### config.mk
export PLATFORM = sky130hd
export DESIGN_NAME = midpoint_circle_outline
export DESIGN_NICKNAME = d
export VERILOG_FILES = /design/src/rtl/core/mco_pkg.sv /design/src/rtl/core/midpoint_circle_outline.sv /design/src/rtl/core/mco_front.sv /design/src/rtl/core/mco_queue.sv /design/src/rtl/core/mco_back.sv
export SDC_FILE = /design/constraint.sdc
export NUM_CORES = 1
export LEC_CHECK = 0
export ABC_AREA = 1
export BUFFER_PORTS_ARGS = -buffer_cell sky130_fd_sc_hd__buf_4
export CORE_MARGIN = 5
export CORE_UTILIZATION = 45
export DETAILED_ROUTE_END_ITERATION = 8
export PLACE_DENSITY = 0.64
export SYNTH_ARGS = -nofsm -noshare
export SYNTH_HDL_FRONTEND = slang
export SYNTH_HIERARCHICAL = 1
export SYNTH_SLANG_ARGS = --single-unit
### constraint.sdc
create_clock -name clk -period 11.7 [get_ports clk]
set_input_delay 0.585 -clock clk [delete_from_list [all_inputs] [get_ports clk]]
set_output_delay 0.585 -clock clk [all_outputs]
set_load 0.02 [all_outputs]
### src/rtl/core/mco_pkg.sv
`timescale 1ns / 1ps
// ----------------------------------------------------------------------------
// mco_pkg
// shared constants, codes and a helper of the midpoint circle outline block
// ----------------------------------------------------------------------------
package mco_pkg;

  localparam int COORD_BITS_DEF  = 11;
  localparam int RADIUS_BITS_DEF = 10;
  localparam int STEP_POINTS     = 8;

  typedef enum logic {
    OP_START   = 1'b0,
    OP_ADVANCE = 1'b1
  } op_t;

  // bus width rounded up to whole bytes
  function automatic int byte_up(input int bits);
    return ((bits + 7) / 8) * 8;
  endfunction

endpackage

### src/rtl/core/midpoint_circle_outline.sv
`timescale 1ns / 1ps
// ----------------------------------------------------------------------------
// midpoint_circle_outline
// midpoint circle outline generator, integer error form
// ----------------------------------------------------------------------------
// A start item (tuser 0) loads centre and radius and emits nothing; an
// advance item (tuser 1) on an active walk produces one step of eight
// octant-symmetric points, otherwise nothing. The eighth point of each step
// carries tlast, and tuser marks the point that ends the circle. The front
// takes one item per cycle while its two-entry step queue has room; the back
// end's point sequencer sends one point per cycle while a step record is
// queued and the output is ready. Output is registered.
module midpoint_circle_outline import mco_pkg::*; #(
  parameter int COORD_BITS  = COORD_BITS_DEF,
  parameter int RADIUS_BITS = RADIUS_BITS_DEF,
  localparam int IN_W  = byte_up(2 * COORD_BITS + RADIUS_BITS),
  localparam int OW    = COORD_BITS + 2,
  localparam int OUT_W = byte_up(2 * OW)
) (
  input  logic             clk,
  input  logic             rst_n,
  input  logic             in_tvalid,
  output logic             in_tready,
  input  logic [IN_W-1:0]  in_tdata,   // center_x, center_y, radius
  input  logic             in_tuser,   // operation
  output logic             out_tvalid,
  input  logic             out_tready,
  output logic [OUT_W-1:0] out_tdata,  // point_x, point_y
  output logic             out_tlast,  // last_of_step
  output logic             out_tuser   // circle_done
);

  localparam int XW    = RADIUS_BITS + 1;
  localparam int REC_W = 2 * COORD_BITS + 2 * XW + 1;

  logic             item_fire, push_valid, push_ready, head_valid, pop;
  logic [REC_W-1:0] push_data, head_data;
  logic [OW-1:0]    point_x, point_y;

  assign in_tready = push_ready;
  assign item_fire = in_tvalid && in_tready;

  mco_front #(.COORD_BITS(COORD_BITS), .RADIUS_BITS(RADIUS_BITS)) u_front (
    .clk        (clk),
    .rst_n      (rst_n),
    .item_fire  (item_fire),
    .op         (in_tuser),
    .center_x   (in_tdata[COORD_BITS-1:0]),
    .center_y   (in_tdata[2*COORD_BITS-1:COORD_BITS]),
    .radius     (in_tdata[2*COORD_BITS+RADIUS_BITS-1:2*COORD_BITS]),
    .push_valid (push_valid),
    .push_data  (push_data)
  );

  mco_queue #(.REC_W(REC_W)) u_queue (
    .clk        (clk),
    .rst_n      (rst_n),
    .push       (push_valid),
    .push_data  (push_data),
    .push_ready (push_ready),
    .pop        (pop),
    .head_valid (head_valid),
    .head_data  (head_data)
  );

  mco_back #(.COORD_BITS(COORD_BITS), .RADIUS_BITS(RADIUS_BITS)) u_back (
    .clk          (clk),
    .rst_n        (rst_n),
    .head_valid   (head_valid),
    .head_data    (head_data),
    .pop          (pop),
    .out_valid    (out_tvalid),
    .out_ready    (out_tready),
    .point_x      (point_x),
    .point_y      (point_y),
    .last_of_step (out_tlast),
    .circle_done  (out_tuser)
  );

  assign out_tdata = {{(OUT_W-2*OW){1'b0}}, point_y, point_x};

endmodule

### src/rtl/core/mco_front.sv
`timescale 1ns / 1ps
// ----------------------------------------------------------------------------
// mco_front
// accepts items, holds the walk state and pushes one step record per step
// ----------------------------------------------------------------------------
module mco_front import mco_pkg::*; #(
  parameter int COORD_BITS  = COORD_BITS_DEF,
  parameter int RADIUS_BITS = RADIUS_BITS_DEF,
  localparam int XW    = RADIUS_BITS + 1,
  localparam int REC_W = 2 * COORD_BITS + 2 * XW + 1
) (
  input  logic                   clk,
  input  logic                   rst_n,
  input  logic                   item_fire,
  input  logic                   op,
  input  logic [COORD_BITS-1:0]  center_x,
  input  logic [COORD_BITS-1:0]  center_y,
  input  logic [RADIUS_BITS-1:0] radius,
  output logic                   push_valid,
  output logic [REC_W-1:0]       push_data
);

  localparam int TW = RADIUS_BITS + 2;
  localparam int EW = RADIUS_BITS + 4;

  logic signed [XW-1:0]        walk_x_r, walk_x_nxt;
  logic signed [XW-1:0]        walk_y_r, walk_y_nxt;
  logic [TW-1:0]               x_term_r, x_term_nxt;
  logic [TW-1:0]               y_term_r, y_term_nxt;
  logic signed [EW-1:0]        err_r, err_nxt;
  logic [RADIUS_BITS:0]        diam_r, diam_nxt;
  logic [COORD_BITS-1:0]       cx_r, cx_nxt;
  logic [COORD_BITS-1:0]       cy_r, cy_nxt;
  logic                        active_r, active_nxt;

  logic                        is_adv, can_step, step_y, step_x, done;
  logic signed [EW-1:0]        e1, e2, ty_e, tx1_e, d_e;
  logic signed [XW-1:0]        x1, y1;
  logic [TW-1:0]               tx1, ty1;
  logic [RADIUS_BITS:0]        diam_in;

  assign is_adv   = (op_t'(op) == OP_ADVANCE);
  assign can_step = active_r && (walk_x_r >= walk_y_r);

  // one walk step
  always_comb begin
    ty_e   = $signed({{(EW-TW){1'b0}}, y_term_r});
    step_y = err_r[EW-1] || (err_r == '0);
    e1     = step_y ? (err_r + ty_e) : err_r;
    y1     = walk_y_r + $signed({{(XW-1){1'b0}}, step_y});
    ty1    = step_y ? (y_term_r + TW'(2)) : y_term_r;
    step_x = !e1[EW-1] && (e1 != '0);
    tx1    = step_x ? (x_term_r + TW'(2)) : x_term_r;
    tx1_e  = $signed({{(EW-TW){1'b0}}, tx1});
    d_e    = $signed({{(EW-RADIUS_BITS-1){1'b0}}, diam_r});
    e2     = step_x ? (e1 + tx1_e - d_e) : e1;
    x1     = walk_x_r - $signed({{(XW-1){1'b0}}, step_x});
    done   = (x1 < y1);
  end

  assign diam_in = {radius, 1'b0};

  always_comb begin
    walk_x_nxt = walk_x_r;
    walk_y_nxt = walk_y_r;
    x_term_nxt = x_term_r;
    y_term_nxt = y_term_r;
    err_nxt    = err_r;
    diam_nxt   = diam_r;
    cx_nxt     = cx_r;
    cy_nxt     = cy_r;
    active_nxt = active_r;
    if (item_fire) begin
      if (!is_adv) begin
        cx_nxt     = center_x;
        cy_nxt     = center_y;
        diam_nxt   = diam_in;
        walk_x_nxt = $signed({1'b0, radius}) - XW'(1);
        walk_y_nxt = '0;
        x_term_nxt = TW'(1);
        y_term_nxt = TW'(1);
        err_nxt    = EW'(1) - $signed({{(EW-RADIUS_BITS-1){1'b0}}, diam_in});
        active_nxt = (radius != '0);
      end else if (active_r && !can_step) begin
        active_nxt = 1'b0;
      end else if (can_step) begin
        walk_x_nxt = x1;
        walk_y_nxt = y1;
        x_term_nxt = tx1;
        y_term_nxt = ty1;
        err_nxt    = e2;
        active_nxt = !done;
      end
    end
  end

  always_ff @(posedge clk) begin
    if (!rst_n) begin
      active_r <= 1'b0;
    end else begin
      active_r <= active_nxt;
    end
    walk_x_r <= walk_x_nxt;
    walk_y_r <= walk_y_nxt;
    x_term_r <= x_term_nxt;
    y_term_r <= y_term_nxt;
    err_r    <= err_nxt;
    diam_r   <= diam_nxt;
    cx_r     <= cx_nxt;
    cy_r     <= cy_nxt;
  end

  assign push_valid = item_fire && is_adv && can_step;
  assign push_data  = {done, walk_y_r, walk_x_r, cy_r, cx_r};

endmodule

### src/rtl/core/mco_queue.sv
`timescale 1ns / 1ps
// ----------------------------------------------------------------------------
// mco_queue
// two-entry step record queue between front and back
// ----------------------------------------------------------------------------
module mco_queue import mco_pkg::*; #(
  parameter int REC_W = 2 * COORD_BITS_DEF + 2 * (RADIUS_BITS_DEF + 1) + 1
) (
  input  logic             clk,
  input  logic             rst_n,
  input  logic             push,
  input  logic [REC_W-1:0] push_data,
  output logic             push_ready,
  input  logic             pop,
  output logic             head_valid,
  output logic [REC_W-1:0] head_data
);

  logic [1:0]       count_r, count_nxt;
  logic [REC_W-1:0] slot0_r, slot0_nxt;
  logic [REC_W-1:0] slot1_r, slot1_nxt;

  always_comb begin
    slot0_nxt = slot0_r;
    slot1_nxt = slot1_r;
    count_nxt = count_r;
    if (pop) begin
      slot0_nxt = slot1_r;
    end
    if (push) begin
      if (count_r == 2'd0 || (count_r == 2'd1 && pop)) begin
        slot0_nxt = push_data;
      end else begin
        slot1_nxt = push_data;
      end
    end
    count_nxt = count_r + 2'(push) - 2'(pop);
  end

  always_ff @(posedge clk) begin
    if (!rst_n) begin
      count_r <= '0;
    end else begin
      count_r <= count_nxt;
    end
    slot0_r <= slot0_nxt;
    slot1_r <= slot1_nxt;
  end

  assign push_ready = (count_r != 2'd2);
  assign head_valid = (count_r != 2'd0);
  assign head_data  = slot0_r;

endmodule

### src/rtl/core/mco_back.sv
`timescale 1ns / 1ps
// ----------------------------------------------------------------------------
// mco_back
// point sequencer: eight symmetric points per step record, registered output
// ----------------------------------------------------------------------------
module mco_back import mco_pkg::*; #(
  parameter int COORD_BITS  = COORD_BITS_DEF,
  parameter int RADIUS_BITS = RADIUS_BITS_DEF,
  localparam int XW    = RADIUS_BITS + 1,
  localparam int REC_W = 2 * COORD_BITS + 2 * XW + 1,
  localparam int OW    = COORD_BITS + 2
) (
  input  logic             clk,
  input  logic             rst_n,
  input  logic             head_valid,
  input  logic [REC_W-1:0] head_data,
  output logic             pop,
  output logic             out_valid,
  input  logic             out_ready,
  output logic [OW-1:0]    point_x,
  output logic [OW-1:0]    point_y,
  output logic             last_of_step,
  output logic             circle_done
);

  localparam int SW = ((COORD_BITS > XW) ? COORD_BITS : XW) + 2;
  localparam int IW = $clog2(STEP_POINTS);

  logic [IW-1:0]         idx_r, idx_nxt;
  logic                  valid_r, valid_nxt;
  logic [OW-1:0]         px_r, py_r;
  logic                  last_r, done_r;

  logic [COORD_BITS-1:0] cx, cy;
  logic [XW-1:0]         wx, wy;
  logic                  rec_done, fire, is_last;
  logic signed [SW-1:0]  cxe, cye, a, b, px, py;

  assign {rec_done, wy, wx, cy, cx} = head_data;

  assign fire    = head_valid && (!valid_r || out_ready);
  assign is_last = (idx_r == IW'(STEP_POINTS - 1));
  assign pop     = fire && is_last;

  // upper half swaps x and y, bit 1 negates the column term, bit 0 picks +row
  always_comb begin
    cxe = $signed({{(SW-COORD_BITS){1'b0}}, cx});
    cye = $signed({{(SW-COORD_BITS){1'b0}}, cy});
    a   = idx_r[2] ? $signed({{(SW-XW){wy[XW-1]}}, wy}) : $signed({{(SW-XW){wx[XW-1]}}, wx});
    b   = idx_r[2] ? $signed({{(SW-XW){wx[XW-1]}}, wx}) : $signed({{(SW-XW){wy[XW-1]}}, wy});
    px  = idx_r[1] ? (cxe - a) : (cxe + a);
    py  = idx_r[0] ? (cye + b) : (cye - b);
  end

  always_comb begin
    idx_nxt   = fire ? (idx_r + IW'(1)) : idx_r;
    valid_nxt = fire ? 1'b1 : (out_ready ? 1'b0 : valid_r);
  end

  always_ff @(posedge clk) begin
    if (!rst_n) begin
      idx_r   <= '0;
      valid_r <= 1'b0;
    end else begin
      idx_r   <= idx_nxt;
      valid_r <= valid_nxt;
    end
    if (fire) begin
      px_r   <= px[OW-1:0];
      py_r   <= py[OW-1:0];
      last_r <= is_last;
      done_r <= is_last && rec_done;
    end
  end

  assign out_valid    = valid_r;
  assign point_x      = px_r;
  assign point_y      = py_r;
  assign last_of_step = last_r;
  assign circle_done  = done_r;

endmodule

Word level (Yosys, flattened, before mapping)
Index checks and enable logic that the tools add are counted.
Cells by class
  reduce and logical (&&, ||, !) cells: 28
  bitwise logic cells: 2
  magnitude comparators: 2
  add/subtract/negate cells: 16
  muxes and demuxes: 28
  eq/ne operators: 7
Operators by type and width (number)
  2-to-1 mux 45 bit: 3
  2-to-1 mux 12 bit: 6
  2-to-1 mux 14 bit: 5
  2-to-1 mux 11 bit: 5
  2-to-1 mux 13 bit: 4
  adder 14 x 13 -> 14 bit: 2
  adder 12 x 13 -> 13 bit: 2
  subtractor 12 x 13 -> 13 bit: 2
  adder 12 x 2 -> 12 bit, second input constant: 2
  logical NOT 14 bit: 1
  nonzero test 14 bit: 1
  subtractor 14 x 12 -> 14 bit: 1
  subtractor 1 x 11 -> 12 bit, first input constant: 1
  adder 11 x 2 -> 11 bit: 1
  >= comparator 11 bit: 1
  less-than comparator 11 bit: 1
  subtractor 10 x 1 -> 11 bit, second input constant: 1
  subtractor 11 x 2 -> 11 bit: 1
  logical AND 1 bit: 10
  nonzero test 10 bit: 1
  AND reduction 2 bit: 3
  2-to-1 mux 1 bit: 5
  logical NOT 1 bit: 4
  != test 2 x 1 -> 1 bit, second input constant: 2
  other kinds (13): 18
Storage, ports and cells
  register bits after elaboration: 217
  word-level logic and storage cells: 101
  output and inout port bits: 36
  input bits: 37

Depth between registers and ports, before layout
  word-level depth: 12
  gate-level depth with buffers: 34
  depth with buffers taken out: 33

Hierarchy
Netlist, hierarchy kept.
By module, submodules not included
  mco_front: cells an instance 877, times used 1, area each 7005.5 um2, seq. area each 2722.6 um2
  mco_queue: cells an instance 408, times used 1, area each 3764.9 um2, seq. area each 2292.2 um2
  mco_back: cells an instance 418, times used 1, area each 3002.9 um2, seq. area each 920.9 um2
  midpoint_circle_outline: cells an instance 9, times used 1, area each 56.3 um2, seq. area each 0.0 um2

Least setup slack after synthesis
OpenSTA, ideal clock, no wires.
  path type: register -> register
  start point: register u_front.y_term_r[3]
  end point: register u_front.err_r[13] (data pin)
  buffers on the path: 2
  period minus slack after synthesis: 4.708 ns
  stages on the path, launching flop included: 31
  setup slack: 6.992 ns
  data required time: 11.434 ns
  library setup time: 0.266 ns
  data arrival time: 4.442 ns
  cell sequence: edfxtp_1 ha_1 nand2_1 nor2_1 nand3_1 nand3_1 nand2_1 a21oi_1 nor2_1 inv_2 buf_1 ha_1 nand3_2 nand2_4 buf_8 nand2_2 nand2_1 inv_1 fa_1 inv_1 ha_1 a21oi_1 o21ai_0 inv_1 nor2_1 a211oi_1 nand3_1 nand2_1 o21bai_1 nand2_1 nand2_1
Between the ends
  word-level cells in the longest chain between the ends: 11
  elaborated cells on any way between the ends: 12
  those cells by class: 3 x add/sub; 6 x mux; 3 x reduce/logical
RTL lines
  start, declared: line mco_front.sv:29  | logic [TW-1:0] y_term_r, y_term_nxt;
  start signal, assigned: line mco_front.sv:106  | y_term_r <= y_term_nxt;
  adder 14 x 13 -> 14 bit *: line mco_front.sv:49  | e1 = step_y ? (err_r + ty_e) : err_r;
  2-to-1 mux 14 bit *: line mco_front.sv:49
  nonzero test 14 bit / logical NOT 1 bit (equally long branches): line mco_front.sv:52  | step_x = !e1[EW-1] && (e1 != '0);
  logical AND 1 bit: line mco_front.sv:52
  2-to-1 mux 12 bit: line mco_front.sv:53  | tx1 = step_x ? (x_term_r + TW'(2)) : x_term_r;
  adder 14 x 13 -> 14 bit: line mco_front.sv:56  | e2 = step_x ? (e1 + tx1_e - d_e) : e1;
  subtractor 14 x 12 -> 14 bit: line mco_front.sv:56
  2-to-1 mux 14 bit *: line mco_front.sv:56
  2-to-1 mux 14 bit *: line mco_front.sv:86  | end else if (can_step) begin
  2-to-1 mux 14 bit *: line mco_front.sv:84  | end else if (active_r && !can_step) begin
  2-to-1 mux 14 bit *: line mco_front.sv:74  | if (!is_adv) begin
  end signal, assigned: line mco_front.sv:107  | err_r <= err_nxt;
  end, declared: line mco_front.sv:30  | logic signed [EW-1:0] err_r, err_nxt;
Mark *: on every way between the ends. The rest lies on a longest branch, timed or not. The select of a mux whose other input is x is not followed.
A chain may end at the register's enable or synchronous reset.

Final worst setup path
  start point: register u_front.err_r[7]
  end point: register u_front.err_r[13] (data pin)
Between the ends
  word-level cells in the longest chain between the ends: 12
  elaborated cells on any way between the ends: 14
  those cells by class: 3 x add/sub; 6 x mux; 5 x reduce/logical
RTL lines (line)
  branches (longest 2 deep; another with adder 14 x 13 -> 14 bit)
  2-to-1 mux 14 bit *: mco_front.sv:49
  nonzero test 14 bit / logical NOT 1 bit (equally long branches): mco_front.sv:52
  logical AND 1 bit: mco_front.sv:52
  2-to-1 mux 12 bit: mco_front.sv:53
  adder 14 x 13 -> 14 bit: mco_front.sv:56
  subtractor 14 x 12 -> 14 bit: mco_front.sv:56
  2-to-1 mux 14 bit *: mco_front.sv:56
  2-to-1 mux 14 bit *: mco_front.sv:86
  2-to-1 mux 14 bit *: mco_front.sv:84
  2-to-1 mux 14 bit *: mco_front.sv:74
Mark *: on every way between the ends. The select of a mux whose other input is x is not followed.

==> results.md <==
- Total power: 3.12 mW
- CTS tree: yes
- Avg WL per Cell: 14.5 um
- Mapped Area: 0.0138 sq mm
- Status: finished clean
- Post-layout minimum cycle time: 5.72 ns
- Grt total ovfl: 0
- Distinct cell type count after synthesis: 50
- CP Launch Point: u_front/err_r[7]
- Post-Route WL: 31,700 um
- Slowest CP cell: fa_1
- Drt first-iter violations: 629
- Static leakage: 7.18 nW
- Yosys warnings: 6
- Power Density: 203 mW/mm^2
- # Max-Cap Violations: 0
- Crit path required time: 11.95 ns
- Worst-Margin Slew: 1.06 ns
- Sink Count: 215
- Global-route usage over all layers: 18.4%
- Worst clock skew: 0.0201 ns
- Final Max Slew Viols: 0
- Post-CTS Setup Bufs: 0
- Ports: 73
- Port bufs: 66
- Core area: 0.0304 sq mm
- Critical Setup Path Class: reg -> reg
- Logic pwr share: 40.8%
- Row count: 64
- # H-tree levels: 1
- Die Area: 0.0343 sq mm
- Timing-limited maximum frequency: 175 MHz
- Post-route ant nets: 0
- RR Startpoint: u_front/err_r[7]
- Mean Syn Cell Area: 8.08 sq um
- CP arrival: 5.97 ns
- Internal power: 1.96 mW
- Hold Startpoint: in_tdata[10]
- # diodes: 0
- # DRC: 0
- Share of cells above drive strength 1: 9.76%
- DP Wirelength: 23,000 um
- Crit path max fanout: 25
- Worst min-delay path class: in -> reg
- Worst path max stage delay: 0.49 ns
- Post-synth EDFFs: 163
- Sw frac: 37.3%
- Net switching power: 1.16 mW
- Clk slew on worst S/H paths: 0.06 ns
- Area delta synth->final: 11.3%
- Layout Nets: 1,896
- Seq pwr share: 33.7%
- Pre-antenna DRT Iters: 5
- Largest net degree at the start of global routing: 92
- Clock Path Buffers: 3
- Syn Inst Count: 1,712
- Hold_buf cts: 0
- Clk network pwr share: 25.5%
- Rel. slew slack: 29.1%
- Startpoint Class: register
- Unrepaired setup endpoints after global routing: no
- Initial Util: 45.4%
- Sequential share of the synthesized area: 42.9%
- Total number of vias: 11,000
- CTS root buf: clkbuf_16
- First-pass GRT wire length: 52,200 um
- CP Capture Type: register
- # fillers: 2,916
- Initial antenna violation count: 0
- Seq cells post-synth: 215
- Setup TNS: 0 ns
- Final Setup Violations: 0
- Post-synth top flop: edfxtp_1
- Post_cts resized: 0
- Hold Vio Cnt, Final: 0
- Peak VDD IR: 112 uV
- Chip width: 185 um
- Crit share post-route: 48.9%
- Async SR Flop Fraction: 0%
- Worst-Skew Late Latency: 0.54 ns
- Via density: 5.05
- DIE HEIGHT: 185 um
- Delay-heaviest family, CP: simple AND/OR/NAND/NOR gates
- CP most frequent cell: nand2_1
- Crit path buf inv count: 4
- CTS buffer count: 24
- Vias in the first global route: 10,800
- RePlAce Congestion: 0.905
## worst paths after layout
check                                          end  depth (start not counted)  slack (ns)
worst max-delay path             u_front/err_r[13]                         28        5.98
worst min-delay path              u_front/cx_r[10]                          1        0.22
worst max register to register   u_front/err_r[13]                         28        5.98
worst min register to register  u_queue/slot1_r[0]                          0        0.44
## state kept, by name (all words and copies together), names as in the netlist, 3 cells and up
register,cells
u_back/point_y,13
u_front/diam_r,10
u_front/cy_r,11
u_front/walk_y_r,11
u_front/walk_x_r,11
u_front/x_term_r,11
u_queue/slot1_r,45
u_front/cx_r,11
u_front/y_term_r,11
u_back/idx_r,3
u_front/err_r,14
u_queue/head_data,45
u_back/point_x,13
## cell type report
cell class / count / area [sq um] / share of cell area, %
tap: 396 / 495 / 3.22
multi-input combinational: 1177 / 6560 / 42.6
sequential: 215 / 5940 / 38.6
clock inverter: 7 / 123 / 0.796
inverter: 272 / 1020 / 6.63
timing repair buffer: 74 / 556 / 3.61
clock buffer: 37 / 709 / 4.61
## Yosys cell counts, types with 2 or more instances
| cell | instances | area (sq um) |
|---|---|---|
| buf_8 | 2 | 30.0 |
| nand4_1 | 14 | 87.6 |
| a21oi_2 | 8 | 70.1 |
| buf_6 | 6 | 67.6 |
| a21o_1 | 4 | 30.0 |
| or2_2 | 3 | 18.8 |
| xor2_1 | 49 | 429 |
| o21ai_2 | 4 | 35.0 |
| nor2_1 | 114 | 428 |
| ha_1 | 82 | 1030 |
| clkinv_1 | 2 | 7.51 |
| inv_2 | 6 | 22.5 |
| nand3_2 | 13 | 130 |
| nor2_2 | 5 | 31.3 |
| nor4_1 | 3 | 18.8 |
| xnor2_1 | 26 | 228 |
| a21oi_1 | 68 | 340 |
| edfxtp_1 | 163 | 4890 |
| or3_1 | 2 | 12.5 |
| dfxtp_1 | 52 | 1040 |
| o21a_1 | 4 | 30.0 |
| nand2_1 | 479 | 1800 |
| nand3_1 | 132 | 661 |
| a21boi_0 | 7 | 52.6 |
| buf_4 | 19 | 143 |
| nand2_4 | 3 | 33.8 |
| o21ai_0 | 83 | 415 |
| nand3b_1 | 10 | 75.1 |
| buf_1 | 3 | 11.3 |
| buf_2 | 11 | 55.1 |
| nor3_1 | 12 | 60.1 |
| nand2_2 | 12 | 75.1 |
| a31o_2 | 2 | 17.5 |
| o21bai_1 | 3 | 22.5 |
| inv_1 | 264 | 991 |
| o21ai_1 | 6 | 30.0 |
| o2111ai_1 | 2 | 17.5 |
| clkbuf_1 | 10 | 37.5 |
| fa_1 | 13 | 260 |
## cells in the final DEF (no fill, tap or decap), types with 4 or more instances in the layout
cell | netlist | final
clkbuf_8 | 0 | 6
nor2_2 | 5 | 5
clkbuf_16 | 0 | 24
edfxtp_1 | 163 | 163
nand3_2 | 13 | 13
xor2_1 | 49 | 49
nor3_1 | 12 | 12
inv_1 | 264 | 264
o21ai_0 | 83 | 83
o21a_1 | 4 | 4
clkbuf_1 | 10 | 7
dfxtp_1 | 52 | 52
ha_1 | 82 | 82
xnor2_1 | 26 | 26
nand2_2 | 12 | 13
nor2_4 | 0 | 4
nand3_1 | 132 | 132
conb_1 | 1 | 6
nand3b_1 | 10 | 10
nand4_1 | 14 | 14
a21boi_0 | 7 | 7
nand2_1 | 479 | 478
inv_2 | 6 | 6
o21ai_1 | 6 | 6
a21oi_1 | 68 | 68
a21o_1 | 4 | 4
o21ai_2 | 4 | 4
fa_1 | 13 | 13
nor2_1 | 114 | 110
a21oi_2 | 8 | 8
buf_4 | 19 | 74
## metrics by stage
step / hold WS, ns / setup slack, ns / instances / util, % / cell area [sq um]
floorplan: 0.427 / 6.99 / 1717 / - / 13800
CTS: 0.197 / 6.02 / 2178 / 50.6 / 15400
detailed placement: 0.437 / 6.02 / 2134 / 47.9 / 14600
finish: 0.218 / 5.98 / 2178 / 50.6 / 15400
global route: 0.205 / 5.32 / 2178 / 50.6 / 15400
global placement: 0.436 / 6.11 / 2134 / 47.9 / 14600
## per-layer routing
layer | GRT usage, % | wire [um] | vias up
met5 | 0 | 0 | -
met4 | 5.11 | 909 | 0
met3 | 2.10 | 1400 | 55
met2 | 33.5 | 15500 | 240
met1 | 23.1 | 13800 | 5069
li1 | - | - | 5626
## power by group through the flow
stage               clock (mW)  combinational, mW  sequential [mW]
floorplan                    0               1.00             1.05
global placement             0               1.24             1.07
detailed placement           0               1.26             1.07
CTS                      0.811               1.27             1.05
global route             0.841               1.47             1.07
finish                   0.794               1.27             1.05
## kinds of logic after synthesis
logic type | after synthesis | share of synthesized area [%]
other | 1 | 0.0271
AO/OA/AOI/OAI | 195 | 7.88
adder cells (fa/ha/maj) | 95 | 9.30
buffers and inverters | 325 | 10.1
AND/OR/NAND/NOR | 806 | 25.1
XOR/XNOR | 75 | 4.75
flip-flops | 215 | 42.9
(Power assumes the default switching activity.)
